===== src/slr_pkg.sv =====
package slr_pkg;

  localparam int unsigned SAMPLE_W   = 16;
  localparam int unsigned STEP_W     = 36;
  localparam int unsigned POS_W      = 37;
  localparam int unsigned FRAC_W     = 32;
  localparam int unsigned Q15_SHIFT  = 17;
  localparam int unsigned Q15_W      = 15;
  localparam int unsigned BYTE_SHIFT = 8;
  localparam int unsigned CFG_IDX_W  = 2;
  localparam int unsigned CFG_DATA_W = STEP_W;

  localparam int unsigned MAX_OUT_PER_IN_DEF = 8;

  localparam logic [STEP_W-1:0] STEP_RESET = STEP_W'(64'h1_0000_0000);

  localparam logic [CFG_IDX_W-1:0] REG_PHASE_STEP  = 2'd0;
  localparam logic [CFG_IDX_W-1:0] REG_BYTE_OUTPUT = 2'd1;

  typedef logic signed [SAMPLE_W-1:0] sample_t;
  typedef logic [Q15_W-1:0]           q15_t;

  typedef struct packed {
    logic start;
    logic byte_mode;
  } lerp_ctl_t;

endpackage


===== src/stereo_linear_resampler.sv =====
// Stereo linear-interpolation sample-rate converter.
// Input channel: one stereo frame (in_sample_left, in_sample_right) per
// transaction on in_valid/in_ready. Output channel: interpolated frames on
// out_valid/out_ready with out_last_of_run high on the final frame that an
// input frame causes. Configuration: cfg_we with cfg_index and cfg_wdata,
// index 0 is phase_step (4.32), index 1 is byte_output; write while idle.
// One input frame gives 0 to MAX_OUT_PER_IN output frames. A single shared
// multiplier computes left then right, so each output frame takes the states
// S_CHECK, S_MUL_L, S_MUL_R and S_OUT, and an input frame runs from S_IDLE
// through these for each output, then S_CHECK and S_FIN back to S_IDLE, plus
// any time S_OUT holds with the output register full; S_OUT loads each output.
// in_ready is low while a frame is in work; a finished frame waits in the
// output register while the next one is computed, and the sequencer holds
// when the receiver stalls with the register full.
// Reset clears the phase, the stored frame and the registers to their
// defaults; the first frame after reset is only stored.
module stereo_linear_resampler #(
  parameter int unsigned MAX_OUT_PER_IN = slr_pkg::MAX_OUT_PER_IN_DEF
) (
  input  logic                              clk,
  input  logic                              rst_n,
  input  logic                              in_valid,
  output logic                              in_ready,
  input  slr_pkg::sample_t                  in_sample_left,
  input  slr_pkg::sample_t                  in_sample_right,
  output logic                              out_valid,
  input  logic                              out_ready,
  output slr_pkg::sample_t                  out_left,
  output slr_pkg::sample_t                  out_right,
  output logic                              out_last_of_run,
  input  logic                              cfg_we,
  input  logic [slr_pkg::CFG_IDX_W-1:0]     cfg_index,
  input  logic [slr_pkg::CFG_DATA_W-1:0]    cfg_wdata
);

  localparam int unsigned CNT_W = $clog2(MAX_OUT_PER_IN + 1);
  localparam int unsigned POS_W = slr_pkg::POS_W;

  typedef enum logic [5:0] {
    S_IDLE  = 6'b000001,
    S_CHECK = 6'b000010,
    S_MUL_L = 6'b000100,
    S_MUL_R = 6'b001000,
    S_OUT   = 6'b010000,
    S_FIN   = 6'b100000
  } state_t;

  state_t                        state_r, state_nxt;
  logic [slr_pkg::STEP_W-1:0]    step_r;
  logic                          byte_r;
  logic [POS_W-1:0]              phase_r, phase_nxt;
  logic [CNT_W-1:0]              cnt_r, cnt_nxt;
  logic                          have_prev_r, have_prev_nxt;
  slr_pkg::sample_t              prev_l_r, prev_r_r, cur_l_r, cur_r_r;
  slr_pkg::sample_t              res_l_r;
  logic                          out_valid_r, out_valid_nxt;
  slr_pkg::sample_t              out_l_r, out_r_r;
  logic                          out_last_r;

  slr_pkg::lerp_ctl_t            lerp_ctl;
  slr_pkg::sample_t              lerp_prev, lerp_cur, lerp_res;
  slr_pkg::q15_t                 q15;
  logic [POS_W-1:0]              phase_adv;
  logic                          below_one;
  logic                          slot_free;
  logic                          last_now;

  assign q15       = phase_r[slr_pkg::FRAC_W-1:slr_pkg::Q15_SHIFT];
  assign phase_adv = phase_r + POS_W'(step_r);
  assign below_one = (phase_r[POS_W-1:slr_pkg::FRAC_W] == '0);
  assign slot_free = !out_valid_r || out_ready;
  assign last_now  = (cnt_r == CNT_W'(MAX_OUT_PER_IN - 1)) ||
                     (phase_adv[POS_W-1:slr_pkg::FRAC_W] != '0);

  assign lerp_ctl.start     = (state_r == S_MUL_L) || (state_r == S_MUL_R);
  assign lerp_ctl.byte_mode = byte_r;
  assign lerp_prev          = (state_r == S_MUL_R) ? prev_r_r : prev_l_r;
  assign lerp_cur           = (state_r == S_MUL_R) ? cur_r_r : cur_l_r;

  slr_lerp u_lerp (
    .clk         (clk),
    .ctl         (lerp_ctl),
    .prev_sample (lerp_prev),
    .cur_sample  (lerp_cur),
    .q15         (q15),
    .result      (lerp_res)
  );

  always_comb begin
    state_nxt     = state_r;
    phase_nxt     = phase_r;
    cnt_nxt       = cnt_r;
    have_prev_nxt = have_prev_r;
    out_valid_nxt = out_valid_r && !out_ready;
    case (state_r)
      S_IDLE: begin
        if (in_valid) begin
          cnt_nxt   = '0;
          state_nxt = S_CHECK;
        end
      end
      S_CHECK: begin
        if (have_prev_r && below_one && (cnt_r != CNT_W'(MAX_OUT_PER_IN))) begin
          state_nxt = S_MUL_L;
        end else begin
          state_nxt = S_FIN;
        end
      end
      S_MUL_L: state_nxt = S_MUL_R;
      S_MUL_R: state_nxt = S_OUT;
      S_OUT: begin
        if (slot_free) begin
          out_valid_nxt = 1'b1;
          phase_nxt     = phase_adv;
          cnt_nxt       = cnt_r + 1'b1;
          state_nxt     = S_CHECK;
        end
      end
      S_FIN: begin
        if (below_one) begin
          phase_nxt = '0;
        end else begin
          phase_nxt = phase_r - {{(POS_W - slr_pkg::FRAC_W - 1){1'b0}}, 1'b1,
                                 {slr_pkg::FRAC_W{1'b0}}};
        end
        have_prev_nxt = 1'b1;
        state_nxt     = S_IDLE;
      end
      default: state_nxt = S_IDLE;
    endcase
  end

  always_ff @(posedge clk) begin
    if (!rst_n) begin
      state_r     <= S_IDLE;
      phase_r     <= '0;
      cnt_r       <= '0;
      have_prev_r <= 1'b0;
      out_valid_r <= 1'b0;
      prev_l_r    <= '0;
      prev_r_r    <= '0;
      step_r      <= slr_pkg::STEP_RESET;
      byte_r      <= 1'b0;
    end else begin
      state_r     <= state_nxt;
      phase_r     <= phase_nxt;
      cnt_r       <= cnt_nxt;
      have_prev_r <= have_prev_nxt;
      out_valid_r <= out_valid_nxt;
      if (state_r == S_FIN) begin
        prev_l_r <= cur_l_r;
        prev_r_r <= cur_r_r;
      end
      if (cfg_we) begin
        case (cfg_index)
          slr_pkg::REG_PHASE_STEP:  step_r <= cfg_wdata;
          slr_pkg::REG_BYTE_OUTPUT: byte_r <= cfg_wdata[0];
          default: ;
        endcase
      end
    end
  end

  always_ff @(posedge clk) begin
    if (in_valid && in_ready) begin
      cur_l_r <= in_sample_left;
      cur_r_r <= in_sample_right;
    end
    if (state_r == S_MUL_R) begin
      res_l_r <= lerp_res;
    end
    if ((state_r == S_OUT) && slot_free) begin
      out_l_r    <= res_l_r;
      out_r_r    <= lerp_res;
      out_last_r <= last_now;
    end
  end

  assign in_ready        = (state_r == S_IDLE);
  assign out_valid       = out_valid_r;
  assign out_left        = out_l_r;
  assign out_right       = out_r_r;
  assign out_last_of_run = out_last_r;

endmodule


===== src/slr_lerp.sv =====
module slr_lerp (
  input  logic                clk,
  input  slr_pkg::lerp_ctl_t  ctl,
  input  slr_pkg::sample_t    prev_sample,
  input  slr_pkg::sample_t    cur_sample,
  input  slr_pkg::q15_t       q15,
  output slr_pkg::sample_t    result
);

  localparam int unsigned DW = slr_pkg::SAMPLE_W + 1;
  localparam int unsigned PW = DW + slr_pkg::Q15_W + 1;
  localparam int unsigned SW = PW - 15;

  logic signed [DW-1:0]       diff;
  logic signed [PW-1:0]       prod;
  logic signed [PW-1:0]       prod_r;
  slr_pkg::sample_t           base_r;
  logic                       byte_r;
  logic signed [SW-1:0]       sum;
  slr_pkg::sample_t           full;

  assign diff = DW'(cur_sample) - DW'(prev_sample);
  assign prod = PW'(diff * $signed({1'b0, q15}));

  always_ff @(posedge clk) begin
    if (ctl.start) begin
      prod_r <= prod;
      base_r <= prev_sample;
      byte_r <= ctl.byte_mode;
    end
  end

  assign sum  = SW'(base_r) + prod_r[PW-1:15];
  assign full = sum[slr_pkg::SAMPLE_W-1:0];

  always_comb begin
    if (byte_r) begin
      result = full >>> slr_pkg::BYTE_SHIFT;
    end else begin
      result = full;
    end
  end

endmodule


===== config.mk =====
export PLATFORM = sky130hd
export DESIGN_NAME = stereo_linear_resampler
export DESIGN_NICKNAME = d
export VERILOG_FILES = /design/src/slr_pkg.sv /design/src/stereo_linear_resampler.sv /design/src/slr_lerp.sv
export SDC_FILE = /design/constraint.sdc
export NUM_CORES = 1
export LEC_CHECK = 0
export BUFFER_PORTS_ARGS = -buffer_cell sky130_fd_sc_hd__buf_4
export CORE_UTILIZATION = 57
export CTS_BUF_LIST = sky130_fd_sc_hd__clkbuf_16
export DETAILED_ROUTE_END_ITERATION = 8
export GPL_ROUTABILITY_DRIVEN = 0
export PLACE_DENSITY = 0.75
export RECOVER_POWER = 50
export SLEW_MARGIN = 20
export SYNTH_ARGS = -nofsm -noshare
export SYNTH_HDL_FRONTEND = slang
export SYNTH_SLANG_ARGS = --single-unit
export TNS_END_PERCENT = 10

===== constraint.sdc =====
create_clock -name clk -period 9.5 [get_ports clk]
set_input_delay 0.475 -clock clk [delete_from_list [all_inputs] [get_ports clk]]
set_output_delay 0.475 -clock clk [all_outputs]
set_load 0.1 [all_outputs]

==> impl_metrics.toml <==
[place]
dp.final_hpwl_microns = 36300
dp_worst_setup_slack_ns = -0.164
placed_cell_area_sq_um = 22200
dp_cells = 2704
portBuffers = 109

[route]
dr_total_vias = 15280
vias_per_cell = 5.55
wl_per_cell_microns = 17.0
first_pass_iters = 7
ant_nets = 0
wirelength_microns = 46900
drtIter0Drc = 870
drc_errors = 12

[worst_setup_path]
required_ns = 9.78
startpoint_type = "flop"
worstReg2RegEnd = "u_lerp.prod_r[28]"
path_buf_inv = 8
crit_cells = 34
crit_type = "flop to flop"
r2r-start = "state_r[5]"
setup.worst_path.end = "u_lerp.prod_r[28]"
slowest_stage = "xnor2_1"
cp-startpoint = "state_r[5]"
cpLargestDelayFamily = "adder cells"
critical_path.max_fanout = 9
cp_data_arrival_time_ns = 9.49
r2r_cells = 34
r2r_slack_ns = 0.28
end_kind = "flop"
path_common_cell = "fa_1"
cpPeakStageDelay_ns = 0.62

[logic_synthesis]
syn_area_sq_um = 20700
ys.flop_type = "dfxtp_1"
ys_seq_area_frac = 0.279
synth_edf_count = 114
synth_largest_area_cell = "fa_1"
ys_warn_count = 0
synthTopCellsByArea = "fa_1, edfxtp_1, dfxtp_1"
ys_async_sr_fraction = 0
netlist.area_leader.share = 0.237
syn_nets = 2641
yosysUniqueCellTypes = 66
synthCells = 2173
avgSynthCellArea_sq_um = 9.53
ys_seq_elements = 232

[clocking]
cts.sinks = 232
cts_tree = "done"
ctsHoldBuffers = 0
cts_root_buf = "clkbuf_16"
clockBufferDepth = 3
clk_latency_ns = 0.53
path_clk_slew_ns = 0.07
cts_buffers = 25
htreeDepth = 1

[power_and_ir_drop]
p_per_area_nw_per_um2 = 96.9
power_leakage_nw = 10.6
pwr-share-seq = 0.484
vdd_drop_max_v = 0.000226
power_switching_share = 0.252
p_clk_frac = 0.414
p_switching_mw = 0.561
comb_power_share = 0.102
p_int_mw = 1.66

[run]
cap_viol_max_count = 2

[die]
core_area_sq_um = 35700
start_util = 0.581
io_pins = 110
die_w_microns = 193
dieArea_sq_um = 37100
die_h_microns = 193
rows = 69

[worst_hold_path]
min_path_type = "input pin to flop"

[cells_and_area]
final_common_cell = "inv_1"
syn_to_final_growth_pct = 10.8
drive_gt1_frac = 0.0903
fillCellCount = 2833
final_area_sq_um = 23000
layout_common_cells = "inv_1, nand2_1, fa_1"
utilization = 0.644
nNetsFinal = 2743
final_cell_count_no_fill = 2754
n_antenna_cell = 0

[timing]
fin_skew_ns = 0.00954
slew_headroom = -1.87
period_needed_ns = 9.22
finalMaxSlewViolations = 154
setup_viol = 0
fin_crit_sh = 0.970
max_freq_ghz = 0.109
worstMarginPinSlew_ns = 4.30
layout_setup_ws_ns = 0.284
hold_viol = 0

[grt]
grt_max_degree = 120
grt_overflow = 0
grt_usage = 0.262
grt_first_pass_wirelength_microns = 76600
antenna_found_initial = 1
grt_pass1_vias = 16019

[outcome]
status = "finished, violations left"
violations = "DRC, capacitance limit, slew limit"
[sequential cells by signal, indices dropped and copies added (netlist names), 4 cells and up]
| register | count |
|---|---|
| cnt_r | 4 |
| cur_l_r | 16 |
| cur_r_r | 16 |
| out_left | 16 |
| out_right | 16 |
| phase_r | 37 |
| prev_l_r | 16 |
| prev_r_r | 16 |
| res_l_r | 16 |
| state_r | 6 |
| step_r | 36 |
| u_lerp.base_r | 16 |
| u_lerp.prod_r | 16 |
[power by group through the flow]
stage,combinational (mW),sequential (mW),clock [mW]
finish,0.228,1.08,0.921
detailed placement,0.216,1.10,0
CTS,0.218,1.08,0.937
global placement,0.210,1.10,0
global route,0.245,1.08,0.974
floorplan,0.120,1.09,0
[per-layer routing]
layer,up-vias,GRT usage,part of all wire,wire length (microns)
met3,113,0.0336,0.047,2210
li1,7196,-,-,-
met5,-,0,0.00028,13
met1,7539,0.310,0.40,18700
met4,2,0.0896,0.034,1590
met2,430,0.483,0.52,24300
[stage by stage]
step	TNS (ns)	power (mW)	hold WS, ns
final	0	2.22	0.142
after global placement	0	1.31	0.401
after floorplan	0	1.21	0.400
after CTS	0	2.23	0.0952
after detailed placement	-0.301	1.31	0.405
after global routing	-0.135	2.30	0.125
[synth_stat cells (3+ instances only)]
library cell	instances
or3_1	9
inv_1	342
nor3_1	20
a21boi_1	3
nor4_1	3
nand3_1	24
and3b_1	9
and3_1	7
a21o_1	18
a211oi_1	6
nand2_1	337
nand4_1	9
nor3b_1	4
fa_1	245
o21bai_1	4
o21ai_1	7
nand4b_1	4
nand2b_1	17
a311oi_1	3
a221oi_1	3
o211ai_1	9
dfxtp_1	118
a21oi_1	63
edfxtp_1	114
a31oi_1	10
nor2_1	50
o2111ai_1	3
mux2i_1	23
a21boi_0	74
or4_1	3
o21ai_0	38
nor2b_1	62
or2_2	4
and2_1	108
xnor2_1	67
o21a_1	16
ha_1	148
nand3b_1	11
a22oi_1	27
o31ai_1	5
clkbuf_1	82
buf_2	5
xor2_1	27
[how the worst min path moves through the flow]
stage,from,to,slack [ns],cells after the start
after floorplan,res_l_r[0],out_left[0],0.40,0
after global placement,res_l_r[4],out_left[4],0.40,0
after detailed placement,res_l_r[4],out_left[4],0.40,0
after CTS,in_sample_left[15],cur_l_r[15],0.1,1
after global routing,in_sample_left[1],cur_l_r[1],0.13,1
final,in_sample_right[15],cur_r_r[15],0.14,1
[worst reg2reg max path, delay by kind of cell, from the launching register on]
kind	cells	cell delay [ns]
AOI/OAI and AO/OA	10	1.86
xor gates and xnor gates	2	0.76
adders and majority gates	8	3.66
buffers and inverters	8	0.86
DFF	1	0.31
muxes	1	0.14
and+or+nand+nor	5	1.40
[layout make-up]
class	instances	area (sq um)	share of cell area
clock buffer	25	626	0.0273
tap	461	577	0.0251
inverter	343	1290	0.0561
multi-input combinational	1509	13400	0.585
clock inverter	20	143	0.00621
sequential	232	5790	0.252
timing repair buffer	164	1110	0.0485
[cell families (layout without fill, tap and decap cells)]
family | after synthesis | in the layout | share of synthesized area
AND/OR/NAND/NOR | 684 | 684 | 0.160
buffers and inverters | 432 | 552 | 0.0786
adder cells (fa/ha/maj) | 393 | 393 | 0.326
AO/OA/AOI/OAI | 315 | 315 | 0.105
flip-flops | 232 | 232 | 0.279
XOR/XNOR | 94 | 94 | 0.0397
multiplexers | 23 | 23 | 0.0111
[what timing repair did]
action	4_1_cts	5_1_grt
gates resized for setup	5	20
pin swaps	0	10
setup endpoints to repair	3	8
setup buffers	0	5
Power figures use the tool's default switching activity.
